## src/hdl/qead_pkg.sv

```systemverilog
// ----------------------------------------------------------------------------
// qead_pkg
// shared types and constants for the quadrature encoder decoder with
// detent acceleration
// ----------------------------------------------------------------------------
package qead_pkg;

   localparam int CfgWidth  = 16;
   localparam int StepWidth = 32;
   localparam int TimeWidth = 32;

   // register indexes on the csr port
   localparam logic [1:0] REG_ACCEL_GAIN      = 2'd0;
   localparam logic [1:0] REG_ACCEL_THRESHOLD = 2'd1;
   localparam logic [1:0] REG_ACCEL_CAP       = 2'd2;

   // bit i set means transition code i is a legal gray step
   localparam logic [15:0] VALID_CODES = 16'h6996;

   // history patterns of a full detent
   localparam logic [15:0] PAT_CW_A  = 16'hE817;
   localparam logic [15:0] PAT_CW_B  = 16'h17E8;
   localparam logic [15:0] PAT_CCW_A = 16'hD42B;
   localparam logic [15:0] PAT_CCW_B = 16'h2BD4;

   localparam logic [StepWidth-1:0] STEP_MAX = 32'h7FFF_FFFF;

   typedef struct packed {
      logic [CfgWidth-1:0] coeff;
      logic [CfgWidth-1:0] threshold;
      logic [CfgWidth-1:0] cap;
   } cfg_type;

   // one detent waiting for the back end
   typedef struct packed {
      logic                negative;
      logic                accel;
      logic [CfgWidth-1:0] dividend;
      logic [CfgWidth-1:0] divisor;
   } detent_type;

endpackage

```

## src/hdl/quadrature_encoder_accel_decoder.sv

```systemverilog
// ----------------------------------------------------------------------------
// quadrature_encoder_accel_decoder
// quadrature encoder decoder with gray-code filtering and detent acceleration
//
//   channel  dir  beat
//   req      in   tdata: pin_a[0], pin_b[1], now_ms[33:2], zero pad [39:34]
//   rsp      out  tdata: step[31:0] signed
//   csr      in   addr 0 accel gain, 1 accel_threshold_ms, 2 accel_cap_ms
//
// a poll is classified combinationally as it is taken; polls are taken while the queue has room
// an accelerated detent passes the step unit as 16 divide steps, one multiply,
// a load and the output register; a plain detent goes straight to the load
// synchronous reset clears pin history, detent history, last-motion time
// and restores register defaults
// a stalled rsp holds its beat; the queue, the step unit and the output
// register absorb up to QUEUE_DEPTH + 2 detents before req_tready falls
// ----------------------------------------------------------------------------
module quadrature_encoder_accel_decoder #(
   parameter int QUEUE_DEPTH = 2
) (
   input  logic        clock,
   input  logic        reset,
   input  logic        req_tvalid,
   output logic        req_tready,
   input  logic [39:0] req_tdata,   // pin_a, pin_b, now_ms
   output logic        rsp_tvalid,
   input  logic        rsp_tready,
   output logic [31:0] rsp_tdata,   // step
   input  logic        csr_wen,
   input  logic [1:0]  csr_addr,
   input  logic [15:0] csr_wdata
);

   qead_pkg::cfg_type    cfg_ff, cfg_in;
   qead_pkg::detent_type push_entry, pop_entry;
   logic                 accept, push, pop, full, empty;

   always_comb begin
      cfg_in = cfg_ff;
      if (csr_wen) begin
         case (csr_addr)
            qead_pkg::REG_ACCEL_GAIN:      cfg_in.coeff     = csr_wdata;
            qead_pkg::REG_ACCEL_THRESHOLD: cfg_in.threshold = csr_wdata;
            qead_pkg::REG_ACCEL_CAP:       cfg_in.cap       = csr_wdata;
            default: begin
               cfg_in = cfg_ff;
            end
         endcase
      end
   end

   always_ff @(posedge clock) begin
      if (reset) begin
         cfg_ff.coeff     <= 16'd0;
         cfg_ff.threshold <= 16'd50;
         cfg_ff.cap       <= 16'd5;
      end else begin
         cfg_ff <= cfg_in;
      end
   end

   assign req_tready = !full;
   assign accept     = req_tvalid && req_tready;

   qead_front u_front (
      .clock  (clock),
      .reset  (reset),
      .cfg    (cfg_ff),
      .accept (accept),
      .pin_a  (req_tdata[0]),
      .pin_b  (req_tdata[1]),
      .now_ms (req_tdata[33:2]),
      .push   (push),
      .entry  (push_entry)
   );

   qead_fifo #(
      .WIDTH ($bits(qead_pkg::detent_type)),
      .DEPTH (QUEUE_DEPTH)
   ) u_fifo (
      .clock     (clock),
      .reset     (reset),
      .push      (push),
      .push_data (push_entry),
      .pop       (pop),
      .pop_data  (pop_entry),
      .full      (full),
      .empty     (empty)
   );

   qead_back u_back (
      .clock      (clock),
      .reset      (reset),
      .coeff      (cfg_ff.coeff),
      .q_empty    (empty),
      .q_data     (pop_entry),
      .q_pop      (pop),
      .rsp_tvalid (rsp_tvalid),
      .rsp_tready (rsp_tready),
      .rsp_tdata  (rsp_tdata)
   );

endmodule

```

## src/hdl/qead_fifo.sv

```systemverilog
// ----------------------------------------------------------------------------
// qead_fifo
// small register queue between the classifier and the step unit
// ----------------------------------------------------------------------------
module qead_fifo #(
   parameter int WIDTH = 34,
   parameter int DEPTH = 2
) (
   input  logic             clock,
   input  logic             reset,
   input  logic             push,
   input  logic [WIDTH-1:0] push_data,
   input  logic             pop,
   output logic [WIDTH-1:0] pop_data,
   output logic             full,
   output logic             empty
);

   localparam int PtrWidth = (DEPTH > 1) ? $clog2(DEPTH) : 1;
   localparam int CntWidth = $clog2(DEPTH + 1);
   localparam logic [PtrWidth-1:0] LastPtr = PtrWidth'(DEPTH - 1);
   localparam logic [CntWidth-1:0] FullCnt = CntWidth'(DEPTH);

   logic [WIDTH-1:0]    mem_ff [DEPTH];
   logic [PtrWidth-1:0] wr_ptr_ff, wr_ptr_in;
   logic [PtrWidth-1:0] rd_ptr_ff, rd_ptr_in;
   logic [CntWidth-1:0] count_ff, count_in;
   logic                do_push, do_pop;

   assign full     = (count_ff == FullCnt);
   assign empty    = (count_ff == '0);
   assign do_push  = push && !full;
   assign do_pop   = pop && !empty;
   assign pop_data = mem_ff[rd_ptr_ff];

   always_comb begin
      wr_ptr_in = wr_ptr_ff;
      rd_ptr_in = rd_ptr_ff;
      count_in  = count_ff;
      if (do_push) begin
         wr_ptr_in = (wr_ptr_ff == LastPtr) ? '0 : wr_ptr_ff + 1'b1;
      end
      if (do_pop) begin
         rd_ptr_in = (rd_ptr_ff == LastPtr) ? '0 : rd_ptr_ff + 1'b1;
      end
      if (do_push && !do_pop) begin
         count_in = count_ff + 1'b1;
      end else if (do_pop && !do_push) begin
         count_in = count_ff - 1'b1;
      end
   end

   always_ff @(posedge clock) begin
      if (reset) begin
         wr_ptr_ff <= '0;
         rd_ptr_ff <= '0;
         count_ff  <= '0;
      end else begin
         wr_ptr_ff <= wr_ptr_in;
         rd_ptr_ff <= rd_ptr_in;
         count_ff  <= count_in;
      end
   end

   always_ff @(posedge clock) begin
      if (do_push) begin
         mem_ff[wr_ptr_ff] <= push_data;
      end
   end

   a_count_bound: assert property (@(posedge clock) disable iff (reset)
      count_ff <= FullCnt)
      else $error("queue count above depth");

   a_count_up: assert property (@(posedge clock) disable iff (reset)
      (do_push && !do_pop) |=> (count_ff == $past(count_ff) + 1'b1))
      else $error("queue count did not follow a push");

endmodule

```

## src/hdl/qead_front.sv

```systemverilog
// ----------------------------------------------------------------------------
// qead_front
// tracks the pin transitions, detects detents and times them
// ----------------------------------------------------------------------------
module qead_front (
   input  logic                          clock,
   input  logic                          reset,
   input  qead_pkg::cfg_type             cfg,
   input  logic                          accept,
   input  logic                          pin_a,
   input  logic                          pin_b,
   input  logic [qead_pkg::TimeWidth-1:0] now_ms,
   output logic                          push,
   output qead_pkg::detent_type          entry
);

   logic [3:0]                     code_ff, code_in;
   logic [15:0]                    hist_ff, hist_in;
   logic [qead_pkg::TimeWidth-1:0] last_ff, last_in;
   logic [qead_pkg::TimeWidth-1:0] elapsed;
   logic                           code_ok, is_detent, negative, accel_on, fast;
   logic [qead_pkg::CfgWidth-1:0]  divisor;

   assign code_in  = {code_ff[1:0], pin_a, pin_b};
   assign code_ok  = qead_pkg::VALID_CODES[code_in];
   assign hist_in  = {hist_ff[11:0], code_in};
   assign elapsed  = now_ms - last_ff;
   assign accel_on = (cfg.coeff != '0);
   assign fast     = (elapsed < {16'd0, cfg.threshold});

   always_comb begin
      is_detent = 1'b0;
      negative  = 1'b0;
      case (hist_in)
         qead_pkg::PAT_CW_A, qead_pkg::PAT_CW_B: begin
            is_detent = 1'b1;
         end
         qead_pkg::PAT_CCW_A, qead_pkg::PAT_CCW_B: begin
            is_detent = 1'b1;
            negative  = 1'b1;
         end
         default: begin
            is_detent = 1'b0;
         end
      endcase
   end

   // elapsed fits 16 bits whenever it is below the threshold
   always_comb begin
      divisor = (elapsed[15:0] > cfg.cap) ? elapsed[15:0] : cfg.cap;
      if (divisor == '0) begin
         divisor = 16'd1;
      end
   end

   assign push           = accept && code_ok && is_detent;
   assign entry.negative = negative;
   assign entry.accel    = accel_on && fast;
   assign entry.dividend = cfg.threshold;
   assign entry.divisor  = divisor;

   always_comb begin
      last_in = last_ff;
      if (push && accel_on) begin
         last_in = now_ms;
      end
   end

   always_ff @(posedge clock) begin
      if (reset) begin
         code_ff <= '0;
         hist_ff <= '0;
         last_ff <= '0;
      end else begin
         if (accept) begin
            code_ff <= code_in;
         end
         if (accept && code_ok) begin
            hist_ff <= hist_in;
         end
         last_ff <= last_in;
      end
   end

   a_push_needs_valid: assert property (@(posedge clock) disable iff (reset)
      push |=> qead_pkg::VALID_CODES[code_ff])
      else $error("detent pushed on an illegal transition");

endmodule

```

## src/hdl/qead_back.sv

```systemverilog
// ----------------------------------------------------------------------------
// qead_back
// step unit: serial divide and multiply by coefficient for an accelerated detent, unit step otherwise, saturate, sign
// ----------------------------------------------------------------------------
module qead_back (
   input  logic                           clock,
   input  logic                           reset,
   input  logic [qead_pkg::CfgWidth-1:0]  coeff,
   input  logic                           q_empty,
   input  qead_pkg::detent_type           q_data,
   output logic                           q_pop,
   output logic                           rsp_tvalid,
   input  logic                           rsp_tready,
   output logic [qead_pkg::StepWidth-1:0] rsp_tdata
);

   typedef enum logic [3:0] {
      S_IDLE = 4'b0001,
      S_DIV  = 4'b0010,
      S_MUL  = 4'b0100,
      S_DONE = 4'b1000
   } state_type;

   state_type                      state_ff, state_in;
   logic [15:0]                    rem_ff, rem_in;
   logic [15:0]                    quo_ff, quo_in;
   logic [15:0]                    div_ff, div_in;
   logic [3:0]                     cnt_ff, cnt_in;
   logic                           neg_ff, neg_in;
   logic [qead_pkg::StepWidth-1:0] prod_ff, prod_in;
   logic                           rsp_valid_ff, rsp_valid_in;
   logic [qead_pkg::StepWidth-1:0] rsp_data_ff, rsp_data_in;
   logic [16:0]                    trial;
   logic [qead_pkg::StepWidth-1:0] mag;
   logic                           load_rsp;

   assign trial    = {rem_ff, quo_ff[15]} - {1'b0, div_ff};
   assign mag      = prod_ff[31] ? qead_pkg::STEP_MAX : prod_ff;
   assign load_rsp = (state_ff == S_DONE) && (!rsp_valid_ff || rsp_tready);
   assign q_pop    = (state_ff == S_IDLE) && !q_empty;

   always_comb begin
      state_in     = state_ff;
      rem_in       = rem_ff;
      quo_in       = quo_ff;
      div_in       = div_ff;
      cnt_in       = cnt_ff;
      neg_in       = neg_ff;
      prod_in      = prod_ff;
      rsp_data_in  = rsp_data_ff;
      rsp_valid_in = rsp_valid_ff && !rsp_tready;
      case (state_ff)
         S_IDLE: begin
            if (!q_empty) begin
               neg_in = q_data.negative;
               rem_in = '0;
               quo_in = q_data.dividend;
               div_in = q_data.divisor;
               cnt_in = 4'd15;
               if (q_data.accel) begin
                  state_in = S_DIV;
               end else begin
                  prod_in  = 32'd1;
                  state_in = S_DONE;
               end
            end
         end
         S_DIV: begin
            if (!trial[16]) begin
               rem_in = trial[15:0];
               quo_in = {quo_ff[14:0], 1'b1};
            end else begin
               rem_in = {rem_ff[14:0], quo_ff[15]};
               quo_in = {quo_ff[14:0], 1'b0};
            end
            cnt_in = cnt_ff - 1'b1;
            if (cnt_ff == '0) begin
               state_in = S_MUL;
            end
         end
         S_MUL: begin
            prod_in  = {16'd0, quo_ff} * {16'd0, coeff};
            state_in = S_DONE;
         end
         S_DONE: begin
            if (load_rsp) begin
               rsp_data_in  = neg_ff ? (32'd0 - mag) : mag;
               rsp_valid_in = 1'b1;
               state_in     = S_IDLE;
            end
         end
         default: begin
            state_in = S_IDLE;
         end
      endcase
   end

   always_ff @(posedge clock) begin
      if (reset) begin
         state_ff     <= S_IDLE;
         rsp_valid_ff <= 1'b0;
      end else begin
         state_ff     <= state_in;
         rsp_valid_ff <= rsp_valid_in;
      end
   end

   always_ff @(posedge clock) begin
      rem_ff      <= rem_in;
      quo_ff      <= quo_in;
      div_ff      <= div_in;
      cnt_ff      <= cnt_in;
      neg_ff      <= neg_in;
      prod_ff     <= prod_in;
      rsp_data_ff <= rsp_data_in;
   end

   assign rsp_tvalid = rsp_valid_ff;
   assign rsp_tdata  = rsp_data_ff;

   a_div_ends: assert property (@(posedge clock) disable iff (reset)
      (state_ff == S_DIV && cnt_ff == '0) |=> (state_ff == S_MUL))
      else $error("divide did not hand over to multiply");

   a_step_range: assert property (@(posedge clock) disable iff (reset)
      rsp_valid_ff |-> (rsp_data_ff != 32'h8000_0000))
      else $error("step outside saturated range");

endmodule
```

## config.mk

```make
export PLATFORM = sky130hd
export DESIGN_NAME = quadrature_encoder_accel_decoder
export DESIGN_NICKNAME = d
export VERILOG_FILES = /design/src/hdl/qead_pkg.sv /design/src/hdl/quadrature_encoder_accel_decoder.sv /design/src/hdl/qead_fifo.sv /design/src/hdl/qead_front.sv /design/src/hdl/qead_back.sv
export SDC_FILE = /design/constraint.sdc
export NUM_CORES = 1
export LEC_CHECK = 0
export BUFFER_PORTS_ARGS = -buffer_cell sky130_fd_sc_hd__buf_2
export CAP_MARGIN = 20
export CORE_ASPECT_RATIO = 1.75
export CORE_MARGIN = 2
export CORE_UTILIZATION = 65
export CTS_CLUSTER_SIZE = 16
export DETAILED_ROUTE_END_ITERATION = 16
export PLACE_DENSITY_LB_ADDON = 0.12
export SYNTH_ARGS = -nofsm -noshare
export SYNTH_HDL_FRONTEND = slang
export SYNTH_SLANG_ARGS = --single-unit
```

## constraint.sdc

```tcl
create_clock -name clock -period 16.8 [get_ports clock]
set_clock_uncertainty 0.05 [all_clocks]
set_input_delay 3.36 -clock clock [delete_from_list [all_inputs] [get_ports clock]]
set_output_delay 3.36 -clock clock [all_outputs]
set_load 0.01 [all_outputs]
```

; ---- Word level (Yosys, flattened, before mapping)
; Memory sizes are Yosys's and may differ from the RTL's. A register that Yosys moved wholly into a read port is not among the register bits.
; Index checks and enable logic that the tools add are counted.
[totals]
reg_bits = 220
rom_bits = 16
in_bits = 63
ram_bits = 68
elab_cells = 118
output_inout_bits = 34
mem_count = 2
[mem_list]
columns = name, words, width, rd, rd_clocked_by_memory_dff, write_ports, line_no
row1 = u_fifo.mem_ff, 2, 34, 1, 1, 1, qead_fifo.sv:24  ; logic [WIDTH-1:0] mem_ff [DEPTH];
row2 = (no name shown), 16, 1, 1, 0, 0, qead_front.sv:25  ; assign code_ok = qead_pkg::VALID_CODES[code_in];
[classes]
n_addsub = 8
reduce_logical = 37
muxes = 33
mul = 1
n_lt_le_gt_ge = 3
eq_ne = 15
bitwise = 1
[op_table]
columns = op, n
row1 = 32-bit two-way mux, 3
row2 = 16-bit two-way mux, 5
row3 = 16-bit case mux with 2 select lines, 2
row4 = 32-bit case mux with 2 select lines, 1
row5 = "16-bit equality test, second input constant", 2
row6 = 32-bit by 16-bit < comparator with 1-bit output, 1
row7 = 16-bit by 16-bit multiplier with 32-bit output, 1
row8 = "1-bit by 32-bit subtractor with 32-bit output, first input constant", 1
row9 = 32-bit subtractor, 1
row10 = 31-bit two-way mux, 1
row11 = 4-bit two-way mux, 5
row12 = 17-bit by 16-bit subtractor with 17-bit output, 1
row13 = "16-bit by 13-bit equality test with 1-bit output, second input constant", 1
row14 = "16-bit by 14-bit equality test with 1-bit output, second input constant", 1
row15 = 16-bit > comparator, 1
row16 = 16-bit zero test, 1
row17 = 4-bit case mux with 4 select lines, 1
row18 = 16-bit nonzero test, 1
row19 = 1-bit logical AND, 12
row20 = 1-bit two-way mux, 12
row21 = 2-bit AND reduction, 6
row22 = 4-bit case mux with 2 select lines, 1
row23 = 1-bit zero test, 6
row24 = 3-bit AND reduction, 2
row25 = other kinds (21), 29

; ---- Depth between registers and ports, before layout
; Gate-level depths: netlist (run 1).
[logic_depth]
word_depth = 10
ltp_mapped = 24
mapped_depth_nobuf = 23

; ---- By module
; Synthesis (run 1) repeated with hierarchy kept, for this count alone.
[hier_totals]
hier_cells = 2555
hier_area_um2 = 24552.3
[by_module_without_submodules]
columns = mod, instances, area_each_um2, seq_area_each_um2, cells_per_inst
row1 = qead_back, 1, 14974.4, 3613.5, 1599
row2 = qead_front, 1, 4948.5, 920.9, 641
row3 = qead_fifo, 1, 2662.6, 2142.1, 131
row4 = quadrature_encoder_accel_decoder, 1, 1966.9, 960.9, 184

; ---- Worst setup path after synthesis (run 1)
; OpenSTA, ideal clock, no wires.
[synth_path]
kind = input port to flip-flop
start = input req_tdata[2]
end = memory u_fifo.mem_ff[0][0], data pin
path_buffers = 1
setup_time_ps = 186
arrival_ps = 7574
t_required_ps = 16564
path_slack_ps = 8990
cell_stages = 22
cell_sequence = inv_1 > ha_1 > inv_1 > fa_1 > a21o_1 > a311oi_1 > o21bai_1 > a21oi_1 > o21bai_1 > a21oi_1 > xor2_1 > inv_1 > ha_1 > nand4_1 > a2111oi_0 > a211oi_1 > a21oi_1 > buf_1 > mux2_2 > a2111oi_2 > nand3b_1 > o31ai_1
[synth_rtl]
columns = item, line_no
row1 = start: declaration, quadrature_encoder_accel_decoder.sv:25  ; input logic [39:0] req_tdata,
row2 = end: declaration, qead_fifo.sv:24

==> results.ini, run 1 <==
[cells_and_area]
drive_gt1_frac=0.0838
n_antenna_cell=0
layout_commonest_cell=nand2_1
syn_to_final_growth_pct=7.90
finalNetCount=2907
n_fill_cell=2731
multi_input_area_um2=14100
layout_common_cells=nand2_1 (329), inv_1 (312), fa_1 (196)
final_cells=2948
regArea_um2=7640

[timing]
hold_viol=0
relSlewSlack=0.258
fin_crit_sh=0.525
slew_violations=0
min_period_ns=8.82
setup_viol=0
tightest_slew_ns=1.11
fin_setup_tns_ns=0
max_freq_mhz=113
layout_setup_ws_ns=7.98
grt_setup_unrepaired=no

[floorplanning]
core-area_um2=35300
die_h_um=254
start_util=0.660
dieArea_um2=37400
ioPinCount=97
die_w_um=147
rows=91

[place]
dp_hpwl_mm=40.4
pre_cts_slack_ns=7.53
dp_cells=2894
place_congestion=0.932
portBuffers=90

[clock_tree]
clk_pin_slew_ns=0.06
cts_buffers=28
cts.sinks=289
hold_buffers=0
cts_resized=0
clockRootBuffer=clkbuf_16
htree_levels=1
postCtsSetupRepairBufs=0
cts_tree=yes
clk_latency_ns=0.58
clk_path_buf_depth=3

[setup_path]
endpoint_kind=flip-flop
critPathMostFrequentCell=inv_1
cp.required_ns=17.13
startpoint_type=input port
crit_type=input port to flip-flop
crit_chain=buf_2 > inv_1 > ha_1 > inv_1 > fa_1 > a21o_1 > a311oi_1 > o21bai_1 > a21oi_1 > o21bai_1 > a21oi_1 > xor2_1 > inv_1 > ha_1 > nand4_1 > a2111oi_0 > a211oi_1 > a21oi_2 > buf_4 > mux2_2 > nor3_1 > nand3b_1 > o31ai_1
arrival_ns=9.15
slowest_delay_ns=0.65
path_max_fanout=19
worst-path-buf-inv=5
crit_path_top_delay_cell=a2111oi_0
path_delay_family=compound AO/OA/AOI/OAI gates

[drt]
ant_nets=0
drc=0
wirelength_mm=52.5
drtPass1Iterations=5
drtIter0Drc=787
via_per_inst=5.85
via_count=17250
avgRoutedWirePerCell_um=17.8

[logic_synthesis]
yosysUniqueCellTypes=70
synth_nets=2867
yosys-top-cells-area=edfxtp_1 (24%), fa_1 (17%), ha_1 (10%), dfxtp_1 (8.9%), nand2_1 (5.3%)
synth-edff-count=185
synth_ff_type=edfxtp_1
netlist_instances=2421
async_reset_ff_frac=0
ys_warn_count=0
yosysTopAreaCellShare=0.239
yosysSeqAreaShare=0.328
ys_ff_latch=289
yosys.area.top_type=edfxtp_1
syn_area_um2=23300
synth.avg_cell_area_um2=9.62

[grt]
antenna_found_initial=0
grt_pass1_wl_mm=86.4
grt_max_degree=105
grt_usage=0.286
gr-total-overflow=0
grt_pass1_vias=18461

[outcome]
outcome=complete, no violations

[power_and_ir_drop]
p_leak_nw=10.9
finalPower_mw=2.72
peakVddDrop_mv=0.0896
power_density_nw_per_um2=108

[flow_run]
maxCapViolCount=0

[hold_path]
hp-class=flip-flop to flip-flop

==> worst paths after layout <==
path,startpoint,end,slack (ns),depth (start not counted)
setup reg to reg,u_back.quo_ff[6]$_DFFE_PP_,u_back.prod_ff[29]$_SDFFCE_PN0P_,9.66,21
hold / removal,cfg_ff[9]$_SDFFE_PP0P_,cfg_ff[9]$_SDFFE_PP0P_,0.41,2
hold reg to reg,cfg_ff[9]$_SDFFE_PP0P_,cfg_ff[9]$_SDFFE_PP0P_,0.41,2
setup / recovery,req_tdata[2],u_fifo.mem_ff[0][0]$_DFFE_PP_,7.98,23
==> final cells by class <==
class	instances	area share
multi-input cells	1720	0.562
flip-flops and latches	289	0.304
inverters	311	0.0465
clock buffers	36	0.0342
repair buffers	111	0.0251
well taps	465	0.0232
clock inverters	16	0.00483
==> state kept, by name, summed over array words and instances, names as in the netlist, named ones only <==
register           cells
u_fifo.count_ff        2
u_front.hist_ff       12
u_back.state_ff        4
u_back.cnt_ff          4
u_fifo.wr_ptr_ff       1
u_fifo.mem_ff         68
cfg_ff                48
u_fifo.rd_ptr_ff       1
u_back.rsp_tdata      32
u_back.rsp_tvalid      1
u_back.div_ff         16
u_back.rem_ff         16
u_front.last_ff       32
u_back.neg_ff          1
u_back.quo_ff         16
u_back.prod_ff        32
u_front.code_ff        2
==> report_power, final <==
part	switching (mW)	internal, mW	total [mW]	leakage (nW)
clock network	0.296	0.367	0.663	0.477
logic	0.590	0.412	1.00	7.87
registers	0.154	0.902	1.06	2.52
total	1.04	1.68	2.72	10.9
==> per-stage QoR <==
step	area, µm²	hold slack, ns	utilization
finish	25100	0.410	0.712
global route	25100	0.437	0.712
CTS	25100	0.414	0.711
detailed placement	24100	0.397	0.683
global placement	24100	0.385	0.683
floorplan	23300	0.376	-
==> Yosys cell counts (43+ instances only) <==
cell type / n
a21o_1: 48
a21oi_1: 129
and2_1: 123
clkbuf_1: 92
dfxtp_1: 104
edfxtp_1: 185
fa_1: 196
ha_1: 187
inv_1: 311
mux2i_1: 75
nand2_1: 330
nor2_1: 165
o21ai_0: 56
xnor2_1: 43
==> cells by family after synthesis <==
group | synth area share
and+or+nand+nor | 0.160
buffers and inverters | 0.0665
AOI/OAI and AO/OA | 0.102
muxes | 0.0453
adders and majority gates | 0.269
DFF | 0.328
xor gates and xnor gates | 0.0297
==> per-layer routing <==
layer,vias to the layer above,track usage,wire (µm)
met1,8398,0.288,18200
met2,509,0.566,29100
met5,-,0,0
met3,174,0.0274,2340
li1,8169,-,-
met4,0,0.162,2910
==> worst reg2reg max path, stage by stage, from the launching register on <==
cell and delay, ns:
edfxtp_1 0.73, buf_4 0.27, nand2_1 0.09, fa_1 0.57
inv_1 0.05, fa_1 0.53, ha_1 0.13, inv_1 0.05
fa_1 0.47, fa_1 0.54, inv_1 0.05, fa_1 0.43
ha_1 0.34, and3_1 0.17, a2111oi_0 0.83, nand3_1 0.29
nand3_1 0.25, a31oi_1 0.23, a221oi_1 0.42, o21ai_0 0.19
xnor2_1 0.16, nor2_1 0.05
Power figures use the tool's default switching activity.
==> inputs of run 2 (changes only) <==
--- a/config.mk
+++ b/config.mk
@@ -9,7 +9,7 @@
 export CAP_MARGIN = 20
 export CORE_ASPECT_RATIO = 1.75
 export CORE_MARGIN = 2
-export CORE_UTILIZATION = 65
+export CORE_UTILIZATION = 64
 export CTS_CLUSTER_SIZE = 16
 export DETAILED_ROUTE_END_ITERATION = 16
 export PLACE_DENSITY_LB_ADDON = 0.12
==> constraint.sdc (replaced) <==
create_clock -name clock -period 8.52 [get_ports clock]
set_clock_uncertainty 0.05 [all_clocks]
set_input_delay 1.704 -clock clock [delete_from_list [all_inputs] [get_ports clock]]
set_output_delay 1.704 -clock clock [all_outputs]
set_load 0.01 [all_outputs]
==> run 2 against run 1 <==
- combinational power is 95% higher
- via count hardly changed
- wire length is 3.4% lower
- sequential share of layout area is 0.071 points higher
- clock power is 90% higher
- final cell count is 0.10% higher
- design area is 0.23% lower
- global-route usage is 1.7 points lower
- total power is 95% higher
- first-iteration DRC count is 3.0% higher
- die area is 1.5% higher
- core utilization is 1.4 points lower
- largest power group unchanged
- highest routed layer unchanged
==> results.ini, run 2 (synthesis results as in run 1) <==
[drt]
drc=0  ; unchanged
drtIter0Drc=811  ; was 787
avgRoutedWirePerCell_um=17.2  ; was 17.8 µm
via_count=17265  ; was 17250
via_per_inst=5.85  ; about the same
drtPass1Iterations=5  ; unchanged
ant_nets=0  ; unchanged
wirelength_mm=50.7  ; was 52.5 mm

[clock_tree]
cts.sinks=289  ; unchanged
clk_latency_ns=0.58  ; about the same
clockRootBuffer=clkbuf_16  ; unchanged
clk_path_buf_depth=3  ; unchanged
htree_levels=1  ; unchanged
clk_pin_slew_ns=0.07  ; was 0.06 ns
cts_buffers=28  ; unchanged
cts_resized=0  ; unchanged
postCtsSetupRepairBufs=0  ; unchanged
hold_buffers=0  ; unchanged
cts_tree=yes  ; unchanged

[hold_path]
hp-class=flip-flop to flip-flop  ; unchanged

[power_and_ir_drop]
power_frac_seq=0.393  ; was 0.388
p_sw_frac=0.382  ; about the same
switchingPower_mw=2.02  ; was 1.04 mW
peakVddDrop_mv=0.179  ; was 0.0896 mV
power_density_nw_per_um2=211  ; was 108 nW/µm²
comb_power_share=0.369  ; was 0.368
p_leak_nw=10.8  ; was 10.9 nW
finalPower_mw=5.29  ; was 2.72 mW
p_clk_frac=0.238  ; was 0.244
p_int_mw=3.27  ; was 1.68 mW

[setup_path]
arrival_ns=7.28  ; was 9.15 ns
r2r_slack_ns=1.50  ; was 9.66 ns
critPathMostFrequentCell=fa_1  ; was inv_1
crit_chain=buf_4 > nand2_1 > fa_1 > inv_1 > fa_1 > ha_1 > inv_1 > fa_1 > fa_1 > inv_1 > fa_1 > ha_1 > and3_1 > a2111oi_0 > nand3_1 > nand3_1 > a31oi_1 > a221oi_1 > o21ai_0 > xnor2_1 > nor2_1  ; was buf_2 > inv_1 > ha_1 > inv_1 > fa_1 > a21o_1 > a311oi_1 > o21bai_1 > a21oi_1 > o21bai_1 > a21oi_1 > xor2_1 > inv_1 > ha_1 > nand4_1 > a2111oi_0 > a211oi_1 > a21oi_2 > buf_4 > mux2_2 > nor3_1 > nand3b_1 > o31ai_1
crit_type=flip-flop to flip-flop  ; was input port to flip-flop
crit_path_top_delay_cell=a2111oi_0  ; unchanged
path_max_fanout=12  ; was 19
worst-path-buf-inv=4  ; was 5
startpoint_type=flip-flop  ; was input port
path_delay_family=adder cells  ; was compound AO/OA/AOI/OAI gates
slowest_delay_ns=0.80  ; was 0.65 ns
endpoint_kind=flip-flop  ; unchanged
cp.required_ns=8.78  ; was 17.13 ns

[timing]
min_period_ns=7.02
setup_viol=0  ; unchanged
hold_viol=0  ; unchanged
tightest_slew_ns=1.12  ; was 1.11 ns
fin_setup_tns_ns=0  ; unchanged
relSlewSlack=0.254  ; was 0.258
slew_violations=0  ; unchanged
grt_setup_unrepaired=no  ; unchanged
fin_crit_sh=0.824
max_freq_mhz=142

[floorplanning]
die_w_um=148  ; was 147 µm
ioPinCount=97  ; unchanged
start_util=0.648  ; was 0.660
rows=92  ; was 91
die_h_um=256  ; was 254 µm
dieArea_um2=38000  ; was 37400 µm²
core-area_um2=35900  ; was 35300 µm²

[grt]
grt_pass1_vias=17873  ; was 18461
gr-total-overflow=0  ; unchanged
grt_usage=0.269  ; was 0.286
grt_pass1_wl_mm=83.2  ; was 86.4 mm
grt_max_degree=105  ; unchanged
antenna_found_initial=0  ; unchanged

[place]
place_congestion=0.924  ; was 0.932
portBuffers=90  ; unchanged
dp_hpwl_mm=39.4  ; was 40.4 mm

[cells_and_area]
n_fill_cell=2908  ; was 2731
layout_commonest_cell=nand2_1  ; unchanged
reg_top3=u_fifo.mem_ff: 68 flops, cfg_ff: 48 flops  ; unchanged
largest_register_ffs=68  ; unchanged
syn_to_final_growth_pct=7.65  ; was 7.90%
largest_register=u_fifo.mem_ff  ; unchanged
layout_common_cells=nand2_1 (329), inv_1 (311), fa_1 (196)  ; was nand2_1 (329), inv_1 (312), fa_1 (196)
finish.utilization=0.698  ; was 0.712
drive_gt1_frac=0.0834  ; was 0.0838
finalNetCount=2905  ; was 2907
n_antenna_cell=0  ; unchanged

[flow_run]
maxCapViolCount=0  ; unchanged

[outcome]
outcome=complete, no violations  ; unchanged

==> run 2: metrics by stage <==
| stage | setup slack, ns | hold slack [ns] | area [µm²] | instances |
|---|---|---|---|---|
| after floorplan | 2.33 | 0.376 | 23300 | 2421 |
| after global placement | 1.35 | 0.384 | 24100 | 2897 |
| after detailed placement | 1.26 | 0.394 | 24100 | 2897 |
| after CTS | 1.53 | 0.407 | 25000 | 2949 |
| after global routing | 1.06 | 0.427 | 25100 | 2951 |
| final | 1.50 | 0.405 | 25100 | 2951 |
==> run 2: per-layer routing <==
layer	GRT usage	vias to the layer above	part of all wire
li1	-	8154	-
met1	0.277	8456	0.36
met2	0.519	495	0.55
met3	0.0247	160	0.040
met4	0.151	0	0.057
met5	0	-	0
==> run 2: final timing paths <==
path | from | depth (start not counted) | endpoint
worst max-delay path | u_back.quo_ff[6]$_DFFE_PP_ | 21 | u_back.prod_ff[29]$_SDFFCE_PN0P_
worst min register to register | cfg_ff[21]$_SDFFE_PP1P_ | 0 | u_fifo.mem_ff[1][21]$_DFFE_PP_
worst min-delay path | cfg_ff[21]$_SDFFE_PP1P_ | 0 | u_fifo.mem_ff[1][21]$_DFFE_PP_
worst max register to register | u_back.quo_ff[6]$_DFFE_PP_ | 21 | u_back.prod_ff[29]$_SDFFCE_PN0P_
==> run 2: final cells by class <==
| cell class | instances | area [µm²] | share of cell area |
|---|---|---|---|
| Multi-Input combinational cell | 1720 | 14100 | 0.564 |
| Sequential cell | 289 | 7640 | 0.305 |
| Inverter | 311 | 1170 | 0.0466 |
| Clock buffer | 32 | 736 | 0.0294 |
| Timing Repair Buffer | 109 | 608 | 0.0243 |
| Tap cell | 470 | 588 | 0.0235 |
| Clock inverter | 20 | 201 | 0.00804 |
==> run 2: power groups by stage <==
stage               Sequential, mW  Combinational [mW]  Clock [mW]
floorplan                     1.92                1.57           0
global placement              2.09                1.86           0
detailed placement            2.10                1.93           0
CTS                           2.07                1.95        1.29
global route                  2.10                2.19        1.33
finish                        2.08                1.95        1.26
==> inputs of run 3 (changes only) <==
--- a/config.mk
+++ b/config.mk
@@ -9,7 +9,7 @@
 export CAP_MARGIN = 20
 export CORE_ASPECT_RATIO = 1.75
 export CORE_MARGIN = 2
-export CORE_UTILIZATION = 64
+export CORE_UTILIZATION = 58
 export CTS_CLUSTER_SIZE = 16
 export DETAILED_ROUTE_END_ITERATION = 16
 export PLACE_DENSITY_LB_ADDON = 0.12
==> constraint.sdc (replaced) <==
create_clock -name clock -period 6.1 [get_ports clock]
set_clock_uncertainty 0.05 [all_clocks]
set_input_delay 1.22 -clock clock [delete_from_list [all_inputs] [get_ports clock]]
set_output_delay 1.22 -clock clock [all_outputs]
set_load 0.01 [all_outputs]
==> run 3 against run 2 <==
- design area rose by 6.0%
- final cell count rose by 6.1%
- wire length up 4.3%
- sequential share of layout area shrank 1.6 points
- first-iteration DRC count decreased by 0.37%
- die area up 10%
- non-clock buffer count increased by 159
- total power grew 47%
- sequential power up 29%
- largest power group is now combinational logic
==> results.ini, run 3 (synthesis results as in run 1) <==
[cells_and_area]
finalNetCount=3062  ; was 2905
layout_commonest_cell=nand2_1  ; unchanged
largest_register=u_fifo.mem_ff  ; unchanged
n_fill_cell=3159  ; was 2908
syn_to_final_growth_pct=14.1  ; was 7.65%
reg_top3=u_fifo.mem_ff: 68 flops, cfg_ff: 48 flops  ; unchanged
regArea_um2=7660  ; was 7640 µm²
layout_common_cells=nand2_1 (328), inv_1 (308), fa_1 (193)  ; was nand2_1 (329), inv_1 (311), fa_1 (196)
drive_gt1_frac=0.152  ; was 0.0834
largest_register_ffs=68  ; unchanged
n_antenna_cell=0  ; unchanged
multi_input_area_um2=14300  ; was 14100 µm²

[setup_path]
crit_chain=buf_6 > and2_4 > fa_1 > inv_2 > fa_1 > fa_1 > fa_1 > inv_2 > fa_1 > fa_1 > ha_4 > o2111ai_4 > o221ai_2 > a41oi_2 > o31a_1 > a21oi_4 > a221o_1 > xnor2_1 > nor2_1  ; was buf_4 > nand2_1 > fa_1 > inv_1 > fa_1 > ha_1 > inv_1 > fa_1 > fa_1 > inv_1 > fa_1 > ha_1 > and3_1 > a2111oi_0 > nand3_1 > nand3_1 > a31oi_1 > a221oi_1 > o21ai_0 > xnor2_1 > nor2_1
slowest_delay_ns=0.55  ; was 0.80 ns
arrival_ns=6.26  ; was 7.28 ns
r2r_slack_ns=0.08  ; was 1.50 ns
crit_path_top_delay_cell=fa_1  ; was a2111oi_0
r2r-end=u_back.prod_ff[26]$_SDFFCE_PN0P_  ; was u_back.prod_ff[29]$_SDFFCE_PN0P_
endpoint_kind=flip-flop  ; unchanged
crit_type=flip-flop to flip-flop  ; unchanged
path_delay_family=adder cells  ; unchanged
cp.required_ns=6.35  ; was 8.78 ns
worst-path-buf-inv=3  ; was 4
r2r_cells=19  ; was 21
critPathMostFrequentCell=fa_1  ; unchanged
path_max_fanout=5  ; was 12
startpoint_type=flip-flop  ; unchanged
startpoint=u_back.quo_ff[6]$_DFFE_PP_  ; unchanged
reg2reg_from=u_back.quo_ff[6]$_DFFE_PP_  ; unchanged

[timing]
max_freq_mhz=166  ; was 142 MHz
relSlewSlack=0.298  ; was 0.254
hold_viol=0  ; unchanged
setup_viol=0  ; unchanged
hold_ws_ns=0.405  ; about the same
slew_violations=0  ; unchanged
min_period_ns=6.02  ; was 7.02 ns
tightest_slew_ns=1.05  ; was 1.12 ns
grt_setup_unrepaired=yes  ; was no
fin_crit_sh=0.986  ; was 0.824

[clock_tree]
clk_latency_ns=0.56  ; was 0.58 ns
cts.sinks=289  ; unchanged
cts_tree=yes  ; unchanged
hold_buffers=0  ; unchanged
clk_pin_slew_ns=0.07  ; about the same
clockRootBuffer=clkbuf_16  ; unchanged
cts_buffers=26  ; was 28
clk_path_buf_depth=3  ; unchanged
htree_levels=1  ; unchanged

[drt]
wirelength_mm=52.9  ; was 50.7 mm
via_count=17684  ; was 17265
drc=0  ; unchanged
ant_nets=0  ; unchanged
avgRoutedWirePerCell_um=16.9  ; was 17.2 µm
drtIter0Drc=808  ; was 811
drtPass1Iterations=5  ; unchanged
via_per_inst=5.65  ; was 5.85

[outcome]
outcome=complete, no violations  ; unchanged

[place]
dp_hpwl_mm=42.3  ; was 39.4 mm
place_congestion=0.982  ; was 0.924
portBuffers=90  ; unchanged

[power_and_ir_drop]
p_leak_nw=11.6  ; was 10.8 nW
power_density_nw_per_um2=293  ; was 211 nW/µm²
finalPower_mw=7.78  ; was 5.29 mW
peakVddDrop_mv=0.399  ; was 0.179 mV

[floorplanning]
ioPinCount=97  ; unchanged
die_h_um=269  ; was 256 µm
start_util=0.585  ; was 0.648
rows=97  ; was 92
dieArea_um2=41800  ; was 38000 µm²
die_w_um=155  ; was 148 µm
core-area_um2=39800  ; was 35900 µm²

[grt]
grt_max_degree=105  ; unchanged
grt_pass1_wl_mm=86.0  ; was 83.2 mm
gr-total-overflow=0  ; unchanged
antenna_found_initial=1  ; was 0
grt_usage=0.253  ; was 0.269
grt_pass1_vias=18470  ; was 17873

[hold_path]
hp-class=flip-flop to flip-flop  ; unchanged
whs_endpoint=cfg_ff[15]$_SDFFE_PP0P_  ; was u_fifo.mem_ff[1][21]$_DFFE_PP_
min_from=cfg_ff[15]$_SDFFE_PP0P_  ; was cfg_ff[21]$_SDFFE_PP1P_
hold_depth=2  ; was 0

[flow_run]
maxCapViolCount=0  ; unchanged

[run 3: changes by cell type in the layout (fill, tap and decap cells not counted), moves of 4 or more]
cell and change:
a21oi_1 -4, and2_1 -4, and2_4 +4, buf_6 +9
dfxtp_1 -10, ha_1 -6, clkinvlp_4 -4, buf_4 +143
buf_12 +5, ha_4 +5, clkbuf_1 +5, clkinv_4 -4
dfxtp_2 +7
[run 3: final cells by class]
cell class	count	share of cell area
Sequential cell	289	0.288
Tap cell	495	0.0233
Clock buffer	37	0.0288
Timing Repair Buffer	268	0.0725
Clock inverter	11	0.00367
Inverter	311	0.0439
Multi-Input combinational cell	1720	0.539
[run 3: worst max-delay path by stage]
stage | end | slack, ns | depth (start not counted)
after floorplan | u_back.prod_ff[26]$_SDFFCE_PN0P_ | 0.01 | 19
after global placement | u_back.prod_ff[26]$_SDFFCE_PN0P_ | -0.10 | 23
after detailed placement | u_back.prod_ff[26]$_SDFFCE_PN0P_ | -0.21 | 23
after CTS | u_back.prod_ff[26]$_SDFFCE_PN0P_ | -0.03 | 20
after global routing | u_back.prod_ff[26]$_SDFFCE_PN0P_ | -0.11 | 19
final | u_back.prod_ff[26]$_SDFFCE_PN0P_ | 0.08 | 19
[run 3: repair_timing]
action	CTS	global route
pin swaps	3	36
setup endpoints to repair	9	12
buffers inserted	6	20
gates resized for setup	10	53
gates cloned	0	0
[run 3: stage by stage]
step	setup WS (ns)	cell area [µm²]	cells	util	setup TNS (ns)
2_1_floorplan	0.0125	23300	2421	-	0
3_3_place_gp	-0.104	25200	3055	0.633	-0.510
3_5_place_dp	-0.214	25200	3055	0.633	-1.44
5_1_grt	-0.107	26600	3131	0.667	-0.445
6_report	0.0847	26600	3131	0.667	0
4_1_cts	-0.0314	26100	3109	0.657	-0.0368
[run 3: power by group]
part / leakage, nW / switching, mW / total (mW) / internal (mW)
sequential: 2.53 / 0.201 / 2.68 / 2.48
combinational: 8.69 / 1.94 / 3.42 / 1.48
clock: 0.421 / 0.751 / 1.68 / 0.927
total: 11.6 / 2.89 / 7.78 / 4.89
[run 3: worst min-delay path, delay by kind of cell, from the launching register on]
kind	cells	cell delay [ns]
AOI/OAI and AO/OA	1	0.05
DFF	1	0.31
and+or+nand+nor	1	0.05
[run 3: routing by layer]
layer / share of wire / GRT usage / vias up
li1: - / - / 8473
met1: 0.36 / 0.257 / 8586
met2: 0.55 / 0.503 / 439
met3: 0.033 / 0.0256 / 184
met4: 0.052 / 0.131 / 2
met5: 0.00021 / 0 / -
